[config.mk]
export PLATFORM = sky130hd
export DESIGN_NAME = bimf_front
export DESIGN_NICKNAME = d
export VERILOG_FILES = /design/src/rtl/bimf_pkg.sv /design/src/rtl/bimf_front.sv
export SDC_FILE = /design/constraint.sdc
export NUM_CORES = 1
export LEC_CHECK = 0
export ABC_AREA = 1
export BUFFER_PORTS_ARGS = -buffer_cell sky130_fd_sc_hd__buf_2
export CAP_MARGIN = 15
export CORE_ASPECT_RATIO = 0.7
export CORE_MARGIN = 2
export CORE_UTILIZATION = 40
export CTS_CLUSTER_SIZE = 14
export DETAILED_ROUTE_END_ITERATION = 8
export PLACE_DENSITY_LB_ADDON = 0.25
export SLEW_MARGIN = 10
export SYNTH_ARGS = -nofsm -noshare
export SYNTH_HDL_FRONTEND = slang
export SYNTH_SLANG_ARGS = --single-unit
[constraint.sdc]
create_clock -name aclk -period 3.6 [get_ports aclk]
set_input_delay 0.72 -clock aclk [delete_from_list [all_inputs] [get_ports aclk]]
set_output_delay 0.72 -clock aclk [all_outputs]
set_load 0.01 [all_outputs]
[src/rtl/bimf_pkg.sv]
`timescale 1ns / 1ps
// ----------------------------------------------------------------------------
// bimf_pkg
// Shared types, constants and the 3x3 mask decision for the binary
// impulse-noise mask filter.
// ----------------------------------------------------------------------------
package bimf_pkg;

    // payload and register widths
    localparam int PIX_W = 8;
    localparam int CFG_W = 12;
    localparam int ROW_W = 12;

    // defaults
    localparam int DEF_MAX_WIDTH    = 2048;
    localparam int DEF_FRAME_WIDTH  = 640;
    localparam int DEF_FRAME_HEIGHT = 480;
    localparam int QUEUE_DEPTH      = 4;

    localparam logic [PIX_W-1:0] WHITE_VALUE = 8'd255;
    localparam logic [PIX_W-1:0] BLACK_VALUE = 8'd0;

    // register indexes
    localparam logic REG_FRAME_WIDTH  = 1'b0;
    localparam logic REG_FRAME_HEIGHT = 1'b1;

    // input op codes
    localparam logic OP_PIXEL = 1'b0;
    localparam logic OP_FLUSH = 1'b1;

    // control carried from front to back with each word
    typedef struct packed {
        logic emit;      // word produces a result
        logic interior;  // result pixel is judged by the mask
        logic last;      // result pixel closes the frame
    } bimf_ctl_t;

    // mask decision: nbr[k-1] is neighbour xk, x5 is the centre
    function automatic logic [PIX_W-1:0] bimf_judge(input logic [8:0] nbr,
                                                    input logic [PIX_W-1:0] centre);
        logic x1, x2, x3, x4, x5, x6, x7, x8, x9;
        logic [PIX_W-1:0] res;
        x1 = nbr[0]; x2 = nbr[1]; x3 = nbr[2];
        x4 = nbr[3]; x5 = nbr[4]; x6 = nbr[5];
        x7 = nbr[6]; x8 = nbr[7]; x9 = nbr[8];
        res = centre;
        if (x5) begin
            if ((!x6 && !x8 && (!x2 || !x4)) || (!x2 && !x4 && (!x6 || !x8))) begin
                res = BLACK_VALUE;
            end
        end else begin
            if ((x1 && x2 && x4 && ((x7 && x8) || (x3 && x6))) ||
                (x6 && x8 && x9 && ((x2 && x3) || (x4 && x7)))) begin
                res = WHITE_VALUE;
            end
        end
        return res;
    endfunction

endpackage

[src/rtl/bimf_front.sv]
`timescale 1ns / 1ps
// ----------------------------------------------------------------------------
// bimf_front
// Accepts words, holds the frame registers and all raster bookkeeping, and
// tags each kept word with its line column and result control.
// ----------------------------------------------------------------------------
module bimf_front import bimf_pkg::*; #(
    parameter int MAX_WIDTH = DEF_MAX_WIDTH,
    localparam int COL_W  = $clog2(MAX_WIDTH),
    localparam int W_W    = $clog2(MAX_WIDTH + 1),
    localparam int FILL_W = $clog2(MAX_WIDTH + 2)
) (
    input  logic             aclk,
    input  logic             aresetn,
    input  logic             cfg_wr_en,
    input  logic             cfg_index,
    input  logic [CFG_W-1:0] cfg_wdata,
    input  logic             in_accept,
    input  logic             in_op,
    input  logic [PIX_W-1:0] in_pixel,
    output logic             push,
    output logic [COL_W-1:0] push_col,
    output logic [PIX_W-1:0] push_pix,
    output bimf_ctl_t        push_ctl
);

    localparam int RST_WIDTH = (DEF_FRAME_WIDTH > MAX_WIDTH) ? MAX_WIDTH : DEF_FRAME_WIDTH;

    logic [W_W-1:0]   width_reg, width_next;
    logic [ROW_W-1:0] height_reg, height_next;
    logic [COL_W-1:0] in_col_reg, in_col_next;
    logic [FILL_W-1:0] fill_reg, fill_next;
    logic [COL_W-1:0] out_col_reg, out_col_next;
    logic [ROW_W-1:0] out_row_reg, out_row_next;

    logic [W_W-1:0]   in_col_inc, out_col_inc;
    logic [ROW_W-1:0] out_row_inc;
    logic             drop, emit, interior, last, flush;

    // classification of the incoming word
    always_comb begin
        flush       = (in_op == OP_FLUSH);
        drop        = flush && (fill_reg == '0);
        emit        = (fill_reg == (FILL_W'(width_reg) + 1'b1));
        in_col_inc  = W_W'(in_col_reg) + 1'b1;
        out_col_inc = W_W'(out_col_reg) + 1'b1;
        out_row_inc = out_row_reg + 1'b1;
        interior    = (out_row_reg != '0) && (out_row_inc < height_reg) &&
                      (out_col_reg != '0) && (out_col_inc < width_reg);
        last        = (out_row_inc >= height_reg) && (out_col_inc >= width_reg);
    end

    assign push              = in_accept && !drop;
    assign push_col          = in_col_reg;
    assign push_pix          = flush ? BLACK_VALUE : in_pixel;
    assign push_ctl.emit     = emit;
    assign push_ctl.interior = interior;
    assign push_ctl.last     = last;

    // raster position and register updates
    always_comb begin
        width_next   = width_reg;
        height_next  = height_reg;
        in_col_next  = in_col_reg;
        fill_next    = fill_reg;
        out_col_next = out_col_reg;
        out_row_next = out_row_reg;
        if (cfg_wr_en) begin
            case (cfg_index)
                REG_FRAME_WIDTH: begin
                    if (cfg_wdata == '0) begin
                        width_next = W_W'(1);
                    end else if (int'(cfg_wdata) > MAX_WIDTH) begin
                        width_next = W_W'(MAX_WIDTH);
                    end else begin
                        width_next = W_W'(cfg_wdata);
                    end
                end
                REG_FRAME_HEIGHT: begin
                    height_next = (cfg_wdata == '0) ? ROW_W'(1) : ROW_W'(cfg_wdata);
                end
                default: ;
            endcase
            in_col_next  = '0;
            fill_next    = '0;
            out_col_next = '0;
            out_row_next = '0;
        end else if (push) begin
            in_col_next = (in_col_inc >= width_reg) ? '0 : in_col_inc[COL_W-1:0];
            if (emit) begin
                if (out_col_inc >= width_reg) begin
                    out_col_next = '0;
                    out_row_next = (out_row_inc >= height_reg) ? '0 : out_row_inc;
                end else begin
                    out_col_next = out_col_inc[COL_W-1:0];
                end
                // flush that ends the frame empties the pipeline
                if (last && flush) begin
                    in_col_next  = '0;
                    fill_next    = '0;
                    out_col_next = '0;
                    out_row_next = '0;
                end
            end else begin
                fill_next = fill_reg + 1'b1;
            end
        end
    end

    always_ff @(posedge aclk) begin
        if (!aresetn) begin
            width_reg   <= W_W'(RST_WIDTH);
            height_reg  <= ROW_W'(DEF_FRAME_HEIGHT);
            in_col_reg  <= '0;
            fill_reg    <= '0;
            out_col_reg <= '0;
            out_row_reg <= '0;
        end else begin
            width_reg   <= width_next;
            height_reg  <= height_next;
            in_col_reg  <= in_col_next;
            fill_reg    <= fill_next;
            out_col_reg <= out_col_next;
            out_row_reg <= out_row_next;
        end
    end

endmodule

## Yosys cells after proc, flatten, opt, wreduce, memory -nomap -nowiden

Index checks and enable logic that the tools add are counted.

- Word-level logic and storage cells: 54
- Input bits: 26
- Register bits after elaboration: 70
- Output and inout bits: 23

- Bitwise operators: 2
- $lt $le $gt $ge: 6
- Multiplexer cells: 14
- Reductions and logical operators: 19
- $add $sub $neg: 5
- Equality and inequality tests: 2

Operator list:

| cell | count |
|---|---|
| 12-bit two-way mux | 8 |
| 11-bit two-way mux | 5 |
| 12-bit by 1-bit adder with 12-bit output, second input constant | 3 |
| 12-bit >= comparator | 3 |
| 11-bit by 1-bit adder with 12-bit output, second input constant | 2 |
| 12-bit zero test | 2 |
| 12-bit < comparator | 2 |
| 12-bit equality test | 1 |
| 12-bit greater-than comparator, second input constant | 1 |
| 12-bit nonzero test | 1 |
| 11-bit nonzero test | 1 |
| 8-bit two-way mux | 1 |
| 2-bit AND reduction | 4 |
| 1-bit logical AND | 7 |
| 3-bit AND reduction | 1 |
| 2-bit by 1-bit != test with 1-bit output, second input constant | 1 |
| 1-bit inverter | 2 |
| 2-bit nonzero test | 1 |
| 2-bit OR reduction | 1 |
| 1-bit zero test | 1 |

## Depth between registers and ports, before layout

- Depth in word-level cells: 6
- Gate-level depth with buffers: 20

## Worst setup path after synthesis

No wires, ideal clock.

- Path kind: register to output
- From: reg out_col_reg[0]
- To: out push_ctl[0] (netlist name)
- Setup slack: 549 ps
- Path buffers: 1
- Arrival time: 2331 ps
- Stages on the path, launching flop included: 18
- Data required time: 2880 ps
- Path through: dfxtp_1 ha_1 nand2_1 inv_1 nand2_1 nor3_1 nand3_1 xor2_1 inv_1 ha_1 nand2_1 nor2_1 and2_1 nand2_1 nand4_1 nand2_1 inv_1 buf_4

- Word-level cells in the longest chain between the ends: 3

Ends and longest elaborated chain:

| what | RTL line | text |
|---|---|---|
| start: declaration | bimf_front.sv:33 | `logic [COL_W-1:0] out_col_reg, out_col_next;` |
| start signal: assignment | bimf_front.sv:123 | `out_col_reg <= out_col_next;` |
| 11-bit by 1-bit adder with 12-bit output | bimf_front.sv:46 | `out_col_inc = W_W'(out_col_reg) + 1'b1;` |
| 12-bit >= comparator | bimf_front.sv:50 | `last = (out_row_inc >= height_reg) && (out_col_inc >= width_reg);` |
| 1-bit logical AND | bimf_front.sv:50 |  |
| end: declaration | bimf_front.sv:24 | `output bimf_ctl_t push_ctl` |

No other way between the ends.

==> results_dict.tcl <==
set metrics [dict create \
    synth-edff-count 0 \
    setup_violations 0 \
    antenna_found_initial 0 \
    clkSinkCount 70 \
    avgSynthCellArea_um2 6.577 \
    num_rows 35 \
    nets 950 \
    p_clk_frac 0.500 \
    crit_chain "ha_2 > nand2_1 > inv_2 > nand2_2 > nor3_4 > buf_4 > xor2_2 > ha_1 > nand2_1 > nor2_1 > and2_1 > nand2_1 > nand4_1 > nand2_2 > inv_1 > buf_2" \
    placed_cell_area_um2 5863 \
    max_freq_mhz 292.3 \
    drt_wl_total_um 14040 \
    ys_seq_area_frac 0.2564 \
    path_max_fanout 5 \
    yosysMostFrequentCell "nand2_1" \
    power_density_nw_per_um2 308.8 \
    clkLatencyLatePin_ps 340 \
    cts_inserted_buffers 9 \
    h-tree-depth 3 \
    yosysTopAreaCellShare 0.2564 \
    grt_pass1_vias 4593 \
    die_y_um 101.8 \
    gp_congestion 0.9137 \
    leakage_nw 2.943 \
    drtPass1Iterations 5 \
    vias_per_cell 4.760 \
    rrSetupSlack_ps 460 \
    pwr-share-comb 0.092 \
    path_clk_slew_ps 60 \
    path_depth 16 \
    worstSetupPathType "reg2out" \
    cts_tree "yes" \
    portBuffers 48 \
    cts_hold_buf 0 \
    worst_clock_skew_ps 10.88 \
    cp-start-kind "register" \
    yosys_most_used_dff "dfxtp_1" \
    ys_async_sr_fraction 0 \
    ys_top_cells_by_count "nand2_1, inv_1, nor2_1, dfxtp_1, nand3_1" \
    min_path_type "reg2reg" \
    root_buffer "clkbuf_16" \
    drv_slew 0 \
    antenna_cells 0 \
    min_period_over_period 0.9503 \
    netlist_area_um2 5465 \
    core-area_um2 13270 \
    synth_seq_cells 70 \
    final.fill_count 1384 \
    wl_per_cell_um 13.13 \
    cts_buffer_depth 2 \
    grt_pass1_wl_um 22830 \
    p_seq_frac 0.409 \
    critPathBufInv 4 \
    cap_violations 0 \
    internal_power_mw 1.457 \
    crit_top_cell "nand2_1" \
    crit_path_start "out_col_reg[0]$_SDFFE_PP0P_" \
    critPathMaxStageDelay_ps 380 \
    crit_arrival_ps 2700 \
    synthDistinctLibCells 38 \
    switching_share 0.2568 \
    dp_slack_ps 258.0 \
    worst_ep_required_time_ps 2880 \
    start_util 0.4119 \
    switching_power_uw 503.5 \
    worstMarginPinSlew_ps 574.4 \
    vdd_drop_max_mv 0.2175 \
    crit_path_end_kind "output pin" \
    cp_top_family "simple AND/OR/NAND/NOR gates" \
    rr_endpoint "fill_reg[0]$_SDFFE_PP0P_" \
    synth.area.top_cells "dfxtp_1, nand2_1, ha_1, inv_1, xor2_1" \
    die-area_um2 14630 \
    outcome "finished, final reports clean" \
    die_x_um 143.7 \
    synthesis.nets 901 \
    area_delta_synth_final_pct 16.16 \
    track_usage 0.1996 \
    relSlewSlack 0.6136 \
    drt_iter0_markers 325 \
    route.detailed.drc 0 \
    io_pins 49 \
    finalHoldViolCount 0 \
    ant_nets 0 \
    setup_slack_ps 178.8 \
    vias 5093 \
    stdcell_area_um2 6349 \
    ys_warn_count 0 \
    crit_path_end "push_ctl[0]" \
    dp_hpwl_um 10710 \
    final_layout_size_suffix_gt1_frac 0.1955 \
    grt_max_degree 24 \
    r2r-start "out_row_reg[5]$_SDFFE_PP0P_" \
    reg2regPathDepth 18 \
    fin_crit_ps 3421 \
    cpMaxStageDelayCell "dfxtp_4" \
    synthCells 831 \
    gr-total-overflow 0 \
    synth_top_area_cell "dfxtp_1" \
]
==> cell usage in the layout, fill, tap and decap left out, types with 17 or more instances in the layout <==
cell / Yosys / routed
xor2_1: 38 / 32
ha_1: 44 / 43
a21oi_1: 49 / 49
nand3_1: 56 / 54
a21oi_2: 20 / 20
nand4_1: 17 / 17
nor2_1: 82 / 80
buf_2: 5 / 48
nand2_1: 191 / 189
buf_4: 4 / 19
inv_1: 135 / 134
dfxtp_1: 70 / 61
nand2_2: 26 / 28
==> final cells by class <==
class / count / area, um^2 / area share
clock buffer: 9 / 225.2 / 0.03547
clock inverter: 7 / 98.84 / 0.01557
inverter: 141 / 529.3 / 0.08337
multi-input combinational: 591 / 3466 / 0.5459
sequential: 70 / 1415 / 0.2229
tap: 185 / 231.5 / 0.03646
timing repair buffer: 67 / 382.9 / 0.06031
==> logic make-up (layout without fill, tap and decap cells) <==
kind of cell    count (synthesis)  count (layout)  share of synthesized area
flops                          70              70                     0.2564
fa+ha+maj                      44              44                     0.1007
simple gates                  410             410                     0.3388
buf+inv                       170             224                     0.1296
xor+xnor                       40              40                    0.06410
compound gates                 97              97                     0.1103
==> how the worst min path moves through the flow <==
stage,startpoint,end,slack [ps],depth (start not counted)
after floorplan,height_reg[11]$_SDFFE_PN0P_,height_reg[11]$_SDFFE_PN0P_,430,2
after global routing,out_row_reg[9]$_SDFFE_PP0P_,out_row_reg[9]$_SDFFE_PP0P_,480,2
after CTS,out_row_reg[11]$_SDFFE_PP0P_,out_row_reg[11]$_SDFFE_PP0P_,470,2
after global placement,out_row_reg[9]$_SDFFE_PP0P_,out_row_reg[9]$_SDFFE_PP0P_,460,2
final,out_row_reg[9]$_SDFFE_PP0P_,out_row_reg[9]$_SDFFE_PP0P_,470,2
after detailed placement,out_row_reg[11]$_SDFFE_PP0P_,out_row_reg[11]$_SDFFE_PP0P_,460,2
==> worst register-to-register path, cell delays in order (launching register included) <==
cell	delay (ps)
dfxtp_2	360
inv_1	90
nor3_2	220
nand2_1	110
nor2_1	130
xor2_1	230
inv_1	70
ha_1	300
nand2_1	70
nor2_1	150
and2_1	140
nand2_1	70
nand4_1	140
buf_4	230
nand3_1	110
nand3_1	90
nand2_1	270
nor2_1	190
nor2_1	70
==> power groups by stage <==
stage	clock [mW]	sequential, mW	combinational, mW
2_1_floorplan	0	0.815	0.119
3_3_place_gp	0	0.819	0.177
3_5_place_dp	0	0.819	0.178
4_1_cts	1.00	0.802	0.179
5_1_grt	1.03	0.803	0.204
6_report	0.979	0.801	0.180
==> repair_timing <==
action / in CTS / in global routing
resized for setup: 3 / 29
pin swaps: 0 / 3
cloned: 0 / 0
setup buffers: 0 / 5
setup endpoints to repair: 2 / 2
==> layer usage <==
metal | vias up | routed length (um) | GRT usage
met5 | - | 0 | 0
met3 | 7 | 733 | 0.04019
met1 | 2254 | 7757 | 0.3071
li1 | 2716 | - | -
met2 | 116 | 5443 | 0.2813
met4 | 0 | 110 | 0.04751
==> per-stage QoR <==
step / util / power [mW] / hold WS (ps) / setup TNS, ps / cells
final: 0.4785 / 1.960 / 470.0 / 0 / 1070
after global routing: 0.4785 / 2.042 / 483.2 / -16.67 / 1070
after CTS: 0.4670 / 1.983 / 468.0 / 0 / 1065
after detailed placement: 0.4419 / 0.9970 / 459.2 / 0 / 1049
after global placement: 0.4419 / 0.9962 / 455.6 / 0 / 1049
after floorplan: - / 0.9338 / 434.7 / 0 / 831
Power figures use the tool's default switching activity.
