--- src/rtl/bimf_pkg.sv ---
`timescale 1ns / 1ps
// ----------------------------------------------------------------------------
// bimf_pkg
// Shared types, constants and the 3x3 mask decision for the binary
// impulse-noise mask filter.
// ----------------------------------------------------------------------------
package bimf_pkg;

    // payload and register widths
    localparam int PIX_W = 8;
    localparam int CFG_W = 12;
    localparam int ROW_W = 12;

    // defaults
    localparam int DEF_MAX_WIDTH    = 2048;
    localparam int DEF_FRAME_WIDTH  = 640;
    localparam int DEF_FRAME_HEIGHT = 480;
    localparam int QUEUE_DEPTH      = 4;

    localparam logic [PIX_W-1:0] WHITE_VALUE = 8'd255;
    localparam logic [PIX_W-1:0] BLACK_VALUE = 8'd0;

    // register indexes
    localparam logic REG_FRAME_WIDTH  = 1'b0;
    localparam logic REG_FRAME_HEIGHT = 1'b1;

    // input op codes
    localparam logic OP_PIXEL = 1'b0;
    localparam logic OP_FLUSH = 1'b1;

    // control carried from front to back with each word
    typedef struct packed {
        logic emit;      // word produces a result
        logic interior;  // result pixel is judged by the mask
        logic last;      // result pixel closes the frame
    } bimf_ctl_t;

    // mask decision: nbr[k-1] is neighbour xk, x5 is the centre
    function automatic logic [PIX_W-1:0] bimf_judge(input logic [8:0] nbr,
                                                    input logic [PIX_W-1:0] centre);
        logic x1, x2, x3, x4, x5, x6, x7, x8, x9;
        logic [PIX_W-1:0] res;
        x1 = nbr[0]; x2 = nbr[1]; x3 = nbr[2];
        x4 = nbr[3]; x5 = nbr[4]; x6 = nbr[5];
        x7 = nbr[6]; x8 = nbr[7]; x9 = nbr[8];
        res = centre;
        if (x5) begin
            if ((!x6 && !x8 && (!x2 || !x4)) || (!x2 && !x4 && (!x6 || !x8))) begin
                res = BLACK_VALUE;
            end
        end else begin
            if ((x1 && x2 && x4 && ((x7 && x8) || (x3 && x6))) ||
                (x6 && x8 && x9 && ((x2 && x3) || (x4 && x7)))) begin
                res = WHITE_VALUE;
            end
        end
        return res;
    endfunction

endpackage

--- src/rtl/bimf_queue.sv ---
`timescale 1ns / 1ps
// ----------------------------------------------------------------------------
// bimf_queue
// Short register queue between front and back so each side stalls alone.
// ----------------------------------------------------------------------------
module bimf_queue import bimf_pkg::*; #(
    parameter int DEPTH = QUEUE_DEPTH,
    parameter int COL_W = $clog2(DEF_MAX_WIDTH),
    localparam int PTR_W = (DEPTH > 1) ? $clog2(DEPTH) : 1,
    localparam int CNT_W = $clog2(DEPTH + 1)
) (
    input  logic             aclk,
    input  logic             aresetn,
    input  logic             push,
    input  logic [COL_W-1:0] push_col,
    input  logic [PIX_W-1:0] push_pix,
    input  bimf_ctl_t        push_ctl,
    input  logic             pop,
    output logic             full,
    output logic             empty,
    output logic [COL_W-1:0] head_col,
    output logic [PIX_W-1:0] head_pix,
    output bimf_ctl_t        head_ctl
);

    logic [COL_W-1:0] col_q [DEPTH];
    logic [PIX_W-1:0] pix_q [DEPTH];
    bimf_ctl_t        ctl_q [DEPTH];

    logic [PTR_W-1:0] wr_ptr_reg, wr_ptr_next;
    logic [PTR_W-1:0] rd_ptr_reg, rd_ptr_next;
    logic [CNT_W-1:0] count_reg, count_next;
    logic             do_push, do_pop;

    assign full     = (count_reg == CNT_W'(DEPTH));
    assign empty    = (count_reg == '0);
    assign head_col = col_q[rd_ptr_reg];
    assign head_pix = pix_q[rd_ptr_reg];
    assign head_ctl = ctl_q[rd_ptr_reg];

    // pointer and occupancy
    always_comb begin
        do_push     = push && !full;
        do_pop      = pop && !empty;
        wr_ptr_next = wr_ptr_reg;
        rd_ptr_next = rd_ptr_reg;
        if (do_push) begin
            wr_ptr_next = (wr_ptr_reg == PTR_W'(DEPTH - 1)) ? '0 : wr_ptr_reg + 1'b1;
        end
        if (do_pop) begin
            rd_ptr_next = (rd_ptr_reg == PTR_W'(DEPTH - 1)) ? '0 : rd_ptr_reg + 1'b1;
        end
        count_next = count_reg + CNT_W'(do_push) - CNT_W'(do_pop);
    end

    always_ff @(posedge aclk) begin
        if (!aresetn) begin
            wr_ptr_reg <= '0;
            rd_ptr_reg <= '0;
            count_reg  <= '0;
        end else begin
            wr_ptr_reg <= wr_ptr_next;
            rd_ptr_reg <= rd_ptr_next;
            count_reg  <= count_next;
        end
    end

    // entry storage
    always_ff @(posedge aclk) begin
        if (do_push) begin
            col_q[wr_ptr_reg] <= push_col;
            pix_q[wr_ptr_reg] <= push_pix;
            ctl_q[wr_ptr_reg] <= push_ctl;
        end
    end

endmodule

--- config.mk ---
export PLATFORM = sky130hd
export DESIGN_NAME = bimf_queue
export DESIGN_NICKNAME = d
export VERILOG_FILES = /design/src/rtl/bimf_pkg.sv /design/src/rtl/bimf_queue.sv
export SDC_FILE = /design/constraint.sdc
export NUM_CORES = 1
export LEC_CHECK = 0
export BUFFER_PORTS_ARGS = -buffer_cell sky130_fd_sc_hd__buf_4
export CAP_MARGIN = 5
export CELL_PAD_IN_SITES_DETAIL_PLACEMENT = 1
export CELL_PAD_IN_SITES_GLOBAL_PLACEMENT = 2
export CORE_MARGIN = 2
export CORE_UTILIZATION = 39
export CTS_CLUSTER_DIAMETER = 50
export DETAILED_ROUTE_END_ITERATION = 8
export PLACE_DENSITY = 0.84
export RECOVER_POWER = 100
export SYNTH_ARGS = -nofsm -noshare
export SYNTH_HDL_FRONTEND = slang
export SYNTH_SLANG_ARGS = --single-unit
--- constraint.sdc ---
create_clock -name aclk -period 2.05 [get_ports aclk]
set_clock_uncertainty 0.1 [all_clocks]
set_input_delay 0.1025 -clock aclk [delete_from_list [all_inputs] [get_ports aclk]]
set_output_delay 0.1025 -clock aclk [all_outputs]
set_load 0.01 [all_outputs]
==> Word level (Yosys, flattened, before mapping) <==
Memories as Yosys holds them, arrays and structs flattened. A register that Yosys moved wholly into a read port is not among the register bits.
Cells that the tools add are included.
{ "word_totals": {"mem_bits_ro": 0, "ram_bits": 88, "input_bits": 26, "latchBits": 0, "output_inout_bits": 24, "ff_bits": 7, "elab_cells": 28, "memories": 3} }
{ "classes": {"n_shift": 0, "div_mod_pow": 0, "eq_ne": 3, "n_bitwise": 0, "mux": 10, "n_reduce_logical": 5, "n_lt_le_gt_ge": 0, "n_addsub": 4, "multipliers": 0} }
{ "mem_list": {"columns": ["memory", "depth", "word_bits", "rd", "rd_clocked_by_memory_dff", "write_ports", "line", "source"], "rows": [
  ["col_q", 4, 11, 1, 1, 1, "bimf_queue.sv:26", "logic [COL_W-1:0] col_q [DEPTH];"],
  ["pix_q", 4, 8, 1, 1, 1, "bimf_queue.sv:27", "logic [PIX_W-1:0] pix_q [DEPTH];"],
  ["ctl_q", 4, 3, 1, 1, 1, "bimf_queue.sv:28", "bimf_ctl_t ctl_q [DEPTH];"]
]} }
{ "ops": {"columns": ["cell", "n"], "rows": [
  ["2-bit two-way mux", 8],
  ["2-bit by 1-bit adder with 2-bit output (second input constant)", 2],
  ["2-bit equality test (second input constant)", 2],
  ["3-bit by 1-bit adder with 3-bit output", 1],
  ["3-bit equality test (second input constant)", 1],
  ["3-bit logical NOT", 1],
  ["3-bit by 1-bit subtractor with 3-bit output", 1],
  ["1-bit logical AND", 2],
  ["1-bit logical NOT", 2],
  ["1-bit two-way mux", 2]
]} }

==> Depth between registers and ports, before layout <==
Gate-level depths: netlist of run 1.
{ "logic_depth": {"word_depth": 5, "mapped_depth": 11, "ltp_nobuf": 10} }

==> Worst setup path after synthesis of run 1 <==
No wires, ideal clock.
{ "synth_path": {"kind": "register to register", "start": "register count_reg[1]", "end": "register count_reg[2]", "path_buffers": 0, "stages_incl_launch_ff": 10, "arrival_ns": 2.046, "slack_ns": -0.211, "t_required_ns": 1.835, "synth_period_minus_slack_ns": 2.261, "setup_time_ns": 0.115, "path_cell_list": "dfxtp_1 -> o31ai_1 -> inv_1 -> ha_1 -> inv_1 -> ha_1 -> fa_1 -> xnor2_1 -> xnor2_1 -> and2_1"} }
{ "synth_via": {"elab_chain_cells": 5, "word_cells_on_any_way": 8, "classes_between": "2 x add/sub; 1 x eq/ne; 5 x reduce/logical"} }
{ "synth_rtl": {"columns": ["item", "line", "source"], "rows": [
  ["from (decl)", "bimf_queue.sv:32", "logic [CNT_W-1:0] count_reg, count_next;"],
  ["from (signal assigned)", "bimf_queue.sv:64", "count_reg <= count_next;"],
  ["3-bit equality test", "bimf_queue.sv:35", "assign full = (count_reg == CNT_W'(DEPTH));"],
  ["1-bit logical NOT", "bimf_queue.sv:43", "do_push = push && !full;"],
  ["1-bit logical AND", "bimf_queue.sv:43", null],
  ["3-bit by 1-bit adder with 3-bit output", "bimf_queue.sv:53", "count_next = count_reg + CNT_W'(do_push) - CNT_W'(do_pop);"],
  ["3-bit by 1-bit subtractor with 3-bit output (*)", "bimf_queue.sv:53", null]
]} }
Mark *: on every way between the ends. The rest lies on a longest branch, timed or not.
A chain may end at the register's enable or synchronous reset.

==> Final worst setup path of run 1 <==
{ "layout_path": {"start": "register count_reg[2]", "end": "register count_reg[2]"} }
The elaborated chain is that of the path after synthesis.

==> run metrics, run 1 <==
Yosys top cell area share 0.720; sequential fraction of the synthesis area 0.769; fin util 0.506; DR vias/cell 4.85; Synth Register Bits slightly below 100; Largest Register col_q; Final Cycle Share 1.06; # H-tree levels 3; status complete, but fails checks; CP peak stage delay 0.37 ns; critical path's slowest cell dfxtp_4; initial antenna violation count 0; Clock Pin Slew Worst Setup and Hold Paths 0.09 ns; Peak VDD IR 0.000481 V; Max Cap Viol 0; area of the multi-input gates between 800 and 900 um^2; GRT overflow 0; Post-CTS Setup Bufs 0; Yosys warnings 0; vias in the first global route 2038; Critical Path End Type flop; routed wire length about 6600 um; Slew @ Worst Pin between 0.3 and 0.4 ns; CP top delay family adder cells; Mapped Area ~3700 um^2; fmax ~460 MHz; total iterations of the first detailed-routing run 4; total core area approximately 9200 um^2; combinational power share 0.291; GP Congestion 0.662; setup ws final -0.125 ns; hold_ws between 0.15 and 0.2 ns; Die Y roughly 100 um; Switch Pwr around 0.0014 W; Cell Count Post-Placement between 300 and 400; Worst EP arrival 2.32 ns; worst r2r path cells 10; Initial Util 0.399; EDFF count, synth slightly below 90; ys async rst share 0; CTS tree built; fill count approximately 850; biggest regs col_q: 44 flops, pix_q: 32 flops, ctl_q: 12 flops; syn_area_per_cell between 20 and 25 um^2; CP Class flop to flop; final max-slew violation count 0; Tmin final 2.17 ns; Hold/Removal Path Class input port to flop; CP Cell Sequence nor3b_4 > nor2b_2 > inv_2 > ha_4 > inv_2 > ha_4 > fa_2 > xnor2_2 > xnor2_1 > and2_1; Critical Path RT between 2 and 2.5 ns; ant diodes 0; Internal Dissipation between 0.003 and 0.004 W; RR Startpoint count_reg[2]$_SDFF_PN0_; reg-to-reg endpoint count_reg[2]$_SDFF_PN0_; area leader, netlist edfxtp_1; largest net degree at the start of global routing 23; root buffer cell clkbuf_8; Hold Path Stages 5; most frequent cell after synthesis edfxtp_1; RSZ-0062 raised after global routing yes; Worst setup SP type flop; DR iter-0 viols 48; Clk pwr share 0.212; Num CTS Buffers 9; CP max FO 4; Die X a little over 100 um; commonest cells in the synthesized netlist edfxtp_1 (88), mux4_2 (20), dfxtp_1 (9); syn_nets roughly 200; top cells by area, synth edfxtp_1 (72%), mux4_2 (12%), dfxtp_1 (4.9%); total track usage 0.143; sequential power share 0.498; Area Overhead vs Synth 26.8%; Setup Viol. Count Final 1; DP HPWL around 4200 um; post-route ant nets 0; min-delay src pop; clk sinks between 90 and 100; Post-route DRC 0; Site Rows 35; Post-Place Worst Slack -0.216 ns; final hold vios 0; layout cells sized above 1 0.326; failing checks negative setup slack; Worst Path Buf+Inv 2; Unique masters post-synth 21; commonest register cell after synthesis edfxtp_1; pwr/cell area 1090 nW/um^2; final std cells w/o fill between 300 and 400; input/output buffers between 40 and 50; I/O pins 50; number of flip-flops in the largest register 44; Longest Clk Path Bufs 2; Clk Latency, worst-skew pair ~0.34 ns; setup slack, reg-to-reg -0.12 ns; LEAKAGE 1.56 nW; cells after synthesis roughly 170; Avg WL per Cell around 18 um; global-route wire length before repair between 10000 and 15000 um; switching share of power 0.276; DIE AREA between 10000 and 15000 um^2; final net count slightly below 300; Max transition margin 0.789; routed vias 1804; sequential cell area 2830 um^2
-- power by group through the flow --
stage	clock network [W]	registers, W	logic (W)
detailed placement	0	0.00256	0.00141
global route	0.00118	0.00256	0.00161
CTS	0.00112	0.00253	0.00146
global placement	0	0.00255	0.00139
finish	0.00108	0.00253	0.00148
floorplan	0	0.00253	0.000815
-- through the flow --
step | area, um^2 | total power [W] | TNS (ns)
6_report | 4650 | 0.00508 | -0.125
2_1_floorplan | 3680 | 0.00335 | -0.127
4_1_cts | 4710 | 0.00511 | -0.129
3_5_place_dp | 4290 | 0.00398 | -0.259
3_3_place_gp | 4290 | 0.00393 | -0.0841
5_1_grt | 4650 | 0.00535 | -0.201
-- layer usage --
| metal | vias to the layer above | GRT usage | wire, um |
|---|---|---|---|
| met5 | - | 0 | 0 |
| met4 | 0 | 0.0624 | 82 |
| met3 | 6 | 0.0277 | 198 |
| met2 | 40 | 0.243 | 3480 |
| met1 | 913 | 0.178 | 2850 |
| li1 | 845 | - | - |
-- placed cells by master, fill, tap and decap left out --
cell type and instances:
edfxtp_1 88, buf_4 33, clkbuf_1 24, dlygate4sd3_1 23, mux4_2 20, clkbuf_8 9
and2_1 7, nand2_1 6, inv_1 5, ha_1 5, dfxtp_1 5, buf_12 4
dfxtp_2 3, clkinvlp_4 3, inv_2 2, mux4_1 2, nor2_1 2, mux2i_1 2
nand3_1 2, o21ai_0 2, ha_4 2, nor3_1 1, nor3b_4 1, o31ai_4 1
nor2b_2 1, xnor2_2 1, xnor2_1 1, fa_2 1, clkinv_1 1, inv_6 1
clkinv_4 1, dfxtp_4 1, buf_6 1
-- cell families after synthesis --
| family | Yosys count | share of synthesized area |
|---|---|---|
| compound gates | 3 | 0.00477 |
| xor+xnor | 2 | 0.00477 |
| buf+inv | 13 | 0.0201 |
| flops | 97 | 0.769 |
| mux | 24 | 0.143 |
| simple gates | 20 | 0.0293 |
| fa+ha+maj | 8 | 0.0293 |
-- final cells by class --
class / count / share of cell area
multi-input combinational: 57 / 0.179
tap: 111 / 0.0298
timing repair buffer: 84 / 0.141
inverter: 7 / 0.00565
sequential: 97 / 0.608
clock inverter: 6 / 0.00941
clock buffer: 10 / 0.0274
-- worst max path at each step --
stage          cells after the start  slack, ns                 endpoint               startpoint
6_report                          10      -0.12  count_reg[2]$_SDFF_PN0_  count_reg[2]$_SDFF_PN0_
5_1_grt                           10      -0.20  count_reg[2]$_SDFF_PN0_  count_reg[2]$_SDFF_PN0_
4_1_cts                           10      -0.13  count_reg[2]$_SDFF_PN0_  count_reg[2]$_SDFF_PN0_
3_5_place_dp                       9      -0.22  count_reg[2]$_SDFF_PN0_  count_reg[1]$_SDFF_PN0_
3_3_place_gp                       9      -0.08  count_reg[2]$_SDFF_PN0_  count_reg[1]$_SDFF_PN0_
2_1_floorplan                     11      -0.13  count_reg[2]$_SDFF_PN0_  count_reg[2]$_SDFF_PN0_
-- tightest hold or removal path, stage by stage --
cell and delay [ns]:
buf_4 0.09, o31ai_4 0.06, clkbuf_1 0.12, nand3_1 0.08, o21ai_0 0.10
-- what timing repair did --
action / CTS / global route
hold buffers: 23 / 0
endpoints found under the hold margin: 93 / 0
pin swaps: 2 / 4
endpoints found under the setup margin: 2 / 12
gates resized for setup: 6 / 6
gates cloned: 0 / 0
Power figures use the tool's default switching activity.
==> run 2, diff against run 1 <==
PLACE_DENSITY = unset   (was 0.84)
PLACE_DENSITY_LB_ADDON = 0.1   (was unset)
==> run 2 against run 1 <==
Against the previous run: clock power increased by 15%; the flow still finishes with violations (negative setup slack); global-route usage increased by 0.91 points; wire length increased by 6.3%; non-clock buffer count increased by 4; largest power group unchanged; worst hold slack improved by 0.026 ns; setup slack improved by 0.0039 ns; via count increased by 2.7%; cell area increased by 1.6%; fmax increased by 0.18%.
==> run metrics, run 2 (synthesis results as in run 1) <==
final hold vios 0 (unchanged); Critical Path Sink count_reg[2]$_SDFF_PN0_; DP HPWL 4650 um (+11%); input/output buffers 49 (unchanged); layout cells sized above 1 0.347 (+0.0215); total core area 9200 um^2 (unchanged); Critical Path End Type flop; CP Cell Sequence nor3b_4 > nor2b_2 > inv_2 > ha_4 > inv_2 > ha_4 > fa_2 > xnor2_2 > xnor2_1 > and2_1; Post-route DRC 0 (unchanged); Setup Viol. Count Final 1 (unchanged); Die Y 101 um (unchanged); Worst EP arrival 2.32 ns (about the same); Setup TNS -0.121 ns (+0.00388 ns); total iterations of the first detailed-routing run 4 (unchanged); CP Class flop to flop; reg-to-reg endpoint count_reg[2]$_SDFF_PN0_; RSZ-0062 raised after global routing yes; pwr/cell area 1120 nW/um^2 (+2.6%); Clk Latency, worst-skew pair 0.34 ns (about the same); number of cells on the critical path 10 (unchanged); Worst setup SP type flop; worst r2r path cells 10 (unchanged); failing checks negative setup slack; Area Overhead vs Synth 28.8%; Avg WL per Cell 18.7 um (+5.1%); most frequent cells in the layout edfxtp_1 (88), buf_4 (37), dlygate4sd3_1 (23), clkbuf_1 (23), mux4_2 (20); CP top delay family adder cells; GP Congestion 0.680 (+2.6%); total track usage 0.152 (+0.00912); routed wire length 7020 um (+6.3%); post-route ant nets 0 (unchanged); hold_ws 0.189 ns (+0.0256 ns); Peak VDD IR 0.000442 V (-8.1%); Num CTS Buffers 9 (unchanged); Die X 101 um (unchanged); Longest Clk Path Bufs 2 (unchanged); Hold/Removal Path Class input port to flop; fmax 461 MHz (+0.18%); CP startpoint count_reg[2]$_SDFF_PN0_; Site Rows 35 (unchanged); routed vias 1852 (+2.7%); DIE AREA 10200 um^2 (unchanged); Initial Util 0.399 (unchanged); Slew @ Worst Pin 0.357 ns (+0.0408 ns); Final Cycle Share 1.06 (-0.00189); Worst Path Buf+Inv 2 (unchanged); setup ws final -0.121 ns (+0.00388 ns); Tot Pwr 0.00529 W (+4.2%); I/O pins 50 (unchanged); LEAKAGE 1.61 nW (+3.0%); fill count 849 (+0.24%); biggest regs col_q: 44 flops, pix_q: 32 flops, ctl_q: 12 flops; CTS tree built; # H-tree levels 3 (unchanged); Largest Register col_q; status complete, but fails checks; root buffer cell clkbuf_8; final max-slew violation count 0 (unchanged); GRT overflow 0 (unchanged); CP max FO 3 (-1); vias in the first global route 2110 (+3.5%); ant diodes 0 (unchanged); CP peak stage delay 0.37 ns (about the same); DR vias/cell 4.93 (+1.6%); commonest non-fill, non-tap cell in the layout edfxtp_1; Post-Place Worst Slack -0.193 ns (+0.0231 ns); number of flip-flops in the largest register 44 (unchanged); Max transition margin 0.762 (-0.0275); Max Cap Viol 0 (unchanged); setup slack, reg-to-reg -0.12 ns (about the same); critical path's slowest cell dfxtp_4; RR Startpoint count_reg[2]$_SDFF_PN0_; global-route wire length before repair 11100 um (+5.5%); Tmin final 2.17 ns (-0.00388 ns); initial antenna violation count 0 (unchanged); clk sinks 97 (unchanged); DR iter-0 viols 57 (+19%); Critical Path RT 2.20 ns (about the same); final net count 294 (+1.4%); largest net degree at the start of global routing 21 (-8.7%); Clock Pin Slew Worst Setup and Hold Paths 0.09 ns (about the same)
[run 2: final cells by class]
class,count,area [um^2],share of cell area
inverter,7,26.3,0.00556
timing repair buffer,88,694,0.147
tap,111,139,0.0294
multi-input combinational,57,832,0.176
sequential,97,2830,0.599
clock inverter,7,77.6,0.0164
clock buffer,9,124,0.0262
[run 2: power by group]
part	switching (W)	internal, W	total (W)
logic	0.000665	0.000841	0.00151
registers	0.000126	0.00242	0.00254
clock network	0.000661	0.000578	0.00124
[run 2: tightest hold or removal path: stages]
cell      delay, ns
buf_4          0.09
o31ai_4        0.06
clkbuf_1       0.13
nand3_1        0.09
o21ai_0        0.10
[run 2: repair_timing]
item,CTS,global route
hold endpoints to repair,93,0
endpoints found under the setup margin,2,6
hold buffers,23,0
setup buffers,3,0
gates resized for setup,6,8
pin swaps,0,5
[run 2: worst min path at each step]
| stage | start | end | slack (ns) | depth (start not counted) |
|---|---|---|---|---|
| global placement | push_col[9] | col_q[0][9]$_DFFE_PP_ | 0.20 | 1 |
| detailed placement | push_pix[2] | pix_q[1][2]$_DFFE_PP_ | 0.21 | 1 |
| finish | pop | flop | 0.19 | 5 |
| floorplan | push_col[0] | col_q[0][0]$_DFFE_PP_ | 0.10 | 0 |
| CTS | pop | flop | 0.09 | 4 |
| global route | pop | flop | 0.19 | 5 |
[run 2: metrics by stage]
step | utilization | std cells | cell area, um^2
after global routing | 0.514 | 376 | 4730
after detailed placement | 0.468 | 334 | 4310
final | 0.514 | 376 | 4730
after floorplan | - | 167 | 3680
after CTS | 0.520 | 376 | 4780
after global placement | 0.468 | 334 | 4310
[run 2: routing by layer]
| layer | vias up | track usage | wire length [um] |
|---|---|---|---|
| met2 | 36 | 0.270 | 3770 |
| met1 | 958 | 0.178 | 2970 |
| met3 | 6 | 0.0361 | 198 |
| met4 | 0 | 0.0593 | 76 |
| li1 | 852 | - | - |
| met5 | - | 0 | 0 |
==> run 3, diff against run 2 <==
CORE_UTILIZATION = 40   (was 39)
CTS_BUF_LIST = sky130_fd_sc_hd__clkbuf_8   (was unset)
SLEW_MARGIN = 10   (was unset)
==> run 3 against run 2 <==
Against the previous run: the flow still finishes with violations (negative setup slack); die area decreased by 2.4%; sequential power is essentially flat; non-clock buffer count rose by 11; core utilization rose by 3.1 points; clock-buffer cell count unchanged; flip-flop and latch count did not move; clock power decreased by 9.7%; combinational power rose by 13%; largest power group unchanged.
==> run metrics, run 3 (synthesis results as in run 1) <==
Worst setup SP type flop; total track usage 0.153 (+0.00140); Area Overhead vs Synth 30.7%; Post-route DRC 0 (unchanged); Avg WL per Cell 18.6 um (-0.19%); Tot Pwr 0.00535 W (+1.2%); Die Y 99.8 um (-1.2%); Clk pwr share 0.210 (-0.024); root buffer cell clkbuf_8; Max Cap Viol 0 (unchanged); Num CTS Buffers 9 (unchanged); Slew @ Worst Pin 0.326 ns (-0.0311 ns); final net count 305 (+3.7%); final std cells w/o fill 384 (+2.1%); pwr/cell area 1120 nW/um^2 (-0.26%); status complete, but fails checks; Critical Path RT 2.19 ns (about the same); Hold/Removal Path Class input port to flop; # H-tree levels 3 (unchanged); worst r2r path cells 10 (unchanged); Critical Path End Type flop; CP peak stage delay 0.35 ns (-0.02 ns); input/output buffers 49 (unchanged); critical path's slowest cell dfxtp_2; setup ws final -0.106 ns (+0.0148 ns); I/O pins 50 (unchanged); min-delay src pop; Tmin final 2.16 ns (-0.0148 ns); final hold vios 0 (unchanged); final max-slew violation count 0 (unchanged); commonest non-fill, non-tap cell in the layout edfxtp_1; Setup Viol. Count Final 1 (unchanged); clk sinks 97 (unchanged); LEAKAGE 1.66 nW (+2.8%); Largest Register col_q; combinational power share 0.319 (+0.034); total core area 8810 um^2 (-4.2%); Worst EP arrival 2.30 ns (-0.02 ns); Switch Pwr 0.00150 W (+3.4%); vias in the first global route 2100 (-0.47%); biggest regs col_q: 44 flops, pix_q: 32 flops, ctl_q: 12 flops; switching share of power 0.280 (+0.00587); setup slack, reg-to-reg -0.11 ns (about the same); ant diodes 0 (unchanged); Final Cycle Share 1.05 (-0.00723); Clk Latency, worst-skew pair 0.35 ns (about the same); GP Congestion 0.751 (+11%); number of flip-flops in the largest register 44 (unchanged); Hold Path Stages 5 (unchanged); DP HPWL 4530 um (-2.6%); Die X 99.8 um (-1.2%); DR vias/cell 4.99 (+1.3%); Clock Pin Slew Worst Setup and Hold Paths 0.09 ns (about the same); routed wire length 7150 um (+1.9%); Longest Clk Path Bufs 2 (unchanged); total iterations of the first detailed-routing run 4 (unchanged); Max transition margin 0.783 (+0.0211); Peak VDD IR 0.000613 V (+39%); initial antenna violation count 0 (unchanged); CP max FO 3 (unchanged); global-route wire length before repair 11200 um (+0.68%); CP top delay family adder cells; Cell Count Post-Placement 331 (-0.90%); sequential power share 0.471 (-0.010); RR Startpoint count_reg[2]$_SDFF_PN0_; failing checks negative setup slack; most frequent cells in the layout edfxtp_1 (88), buf_4 (48), dlygate4sd3_1 (23); Worst Path Buf+Inv 2 (unchanged); CP Cell Sequence nor3b_4 > nor2b_2 > inv_2 > ha_4 > inv_4 > ha_4 > fa_2 > xnor2_2 > xnor2_1 > and2_1; routed vias 1916 (+3.5%); CTS tree built; Setup TNS -0.106 ns (+0.0148 ns); DIE AREA 9960 um^2 (-2.4%); CP Class flop to flop; reg-to-reg endpoint count_reg[2]$_SDFF_PN0_; post-route ant nets 0 (unchanged); Critical Path Most Common Cell ha_4; Internal Dissipation 0.00385 W (+0.40%); largest net degree at the start of global routing 23 (+9.5%); GRT overflow 0 (unchanged); fill count 816 (-3.9%); layout cells sized above 1 0.373 (+0.0260); fmax 464 MHz (+0.69%); RSZ-0062 raised after global routing yes; Initial Util 0.417 (+0.0177); DR iter-0 viols 34 (-40%); Site Rows 34 (-2.9%); fin util 0.545 (+0.0307)
[run 3: worst max path at each step]
stage,start,end,slack [ns],cells after the start
finish,count_reg[2]$_SDFF_PN0_,count_reg[2]$_SDFF_PN0_,-0.11,10
floorplan,count_reg[2]$_SDFF_PN0_,count_reg[2]$_SDFF_PN0_,-0.13,11
global placement,count_reg[1]$_SDFF_PN0_,count_reg[2]$_SDFF_PN0_,-0.04,9
CTS,count_reg[2]$_SDFF_PN0_,count_reg[2]$_SDFF_PN0_,-0.15,10
global route,count_reg[1]$_SDFF_PN0_,count_reg[2]$_SDFF_PN0_,-0.16,9
detailed placement,count_reg[1]$_SDFF_PN0_,count_reg[2]$_SDFF_PN0_,-0.25,9
[run 3: power groups by stage]
stage	registers (W)	logic, W	clock network, W
detailed placement	0.00256	0.00145	0
floorplan	0.00253	0.000815	0
finish	0.00252	0.00171	0.00112
global placement	0.00253	0.00138	0
global route	0.00255	0.00185	0.00123
CTS	0.00252	0.00156	0.00117
[run 3: per-stage QoR]
step	hold WS [ns]	instance area (um^2)	setup slack, ns
2_1_floorplan	0.101	3680	-0.127
5_1_grt	0.193	4800	-0.164
3_5_place_dp	0.208	4280	-0.245
6_report	0.181	4800	-0.106
4_1_cts	0.164	4750	-0.153
3_3_place_gp	0.201	4280	-0.0415
[run 3: routing by layer]
| metal | GRT usage | vias to the layer above | wire length (um) |
|---|---|---|---|
| met4 | 0.0632 | 0 | 102 |
| met2 | 0.277 | 38 | 3960 |
| li1 | - | 877 | - |
| met3 | 0.0376 | 10 | 242 |
| met5 | 0 | - | 0 |
| met1 | 0.174 | 991 | 2850 |
[run 3: cell type report]
| class | count | area [um^2] | area share |
|---|---|---|---|
| Sequential cell | 97 | 2830 | 0.590 |
| Multi-Input combinational cell | 57 | 831 | 0.173 |
| Timing Repair Buffer | 99 | 793 | 0.165 |
| Tap cell | 108 | 135 | 0.0282 |
| Clock buffer | 9 | 124 | 0.0258 |
| Clock inverter | 7 | 53.8 | 0.0112 |
| Inverter | 7 | 28.8 | 0.00600 |
[run 3: timing repair]
action | in CTS | in global routing
pin swaps | 7 | 4
hold buffers | 23 | 0
endpoints found under the setup margin | 2 | 3
endpoints found under the hold margin | 95 | 0
resized for setup | 11 | 2
setup buffers | 2 | 12
[run 3: worst min-delay path: cells and delay by family]
family                 cells  cell delay [ns]
AO/OA/AOI/OAI              2             0.16
buffers and inverters      3             0.33
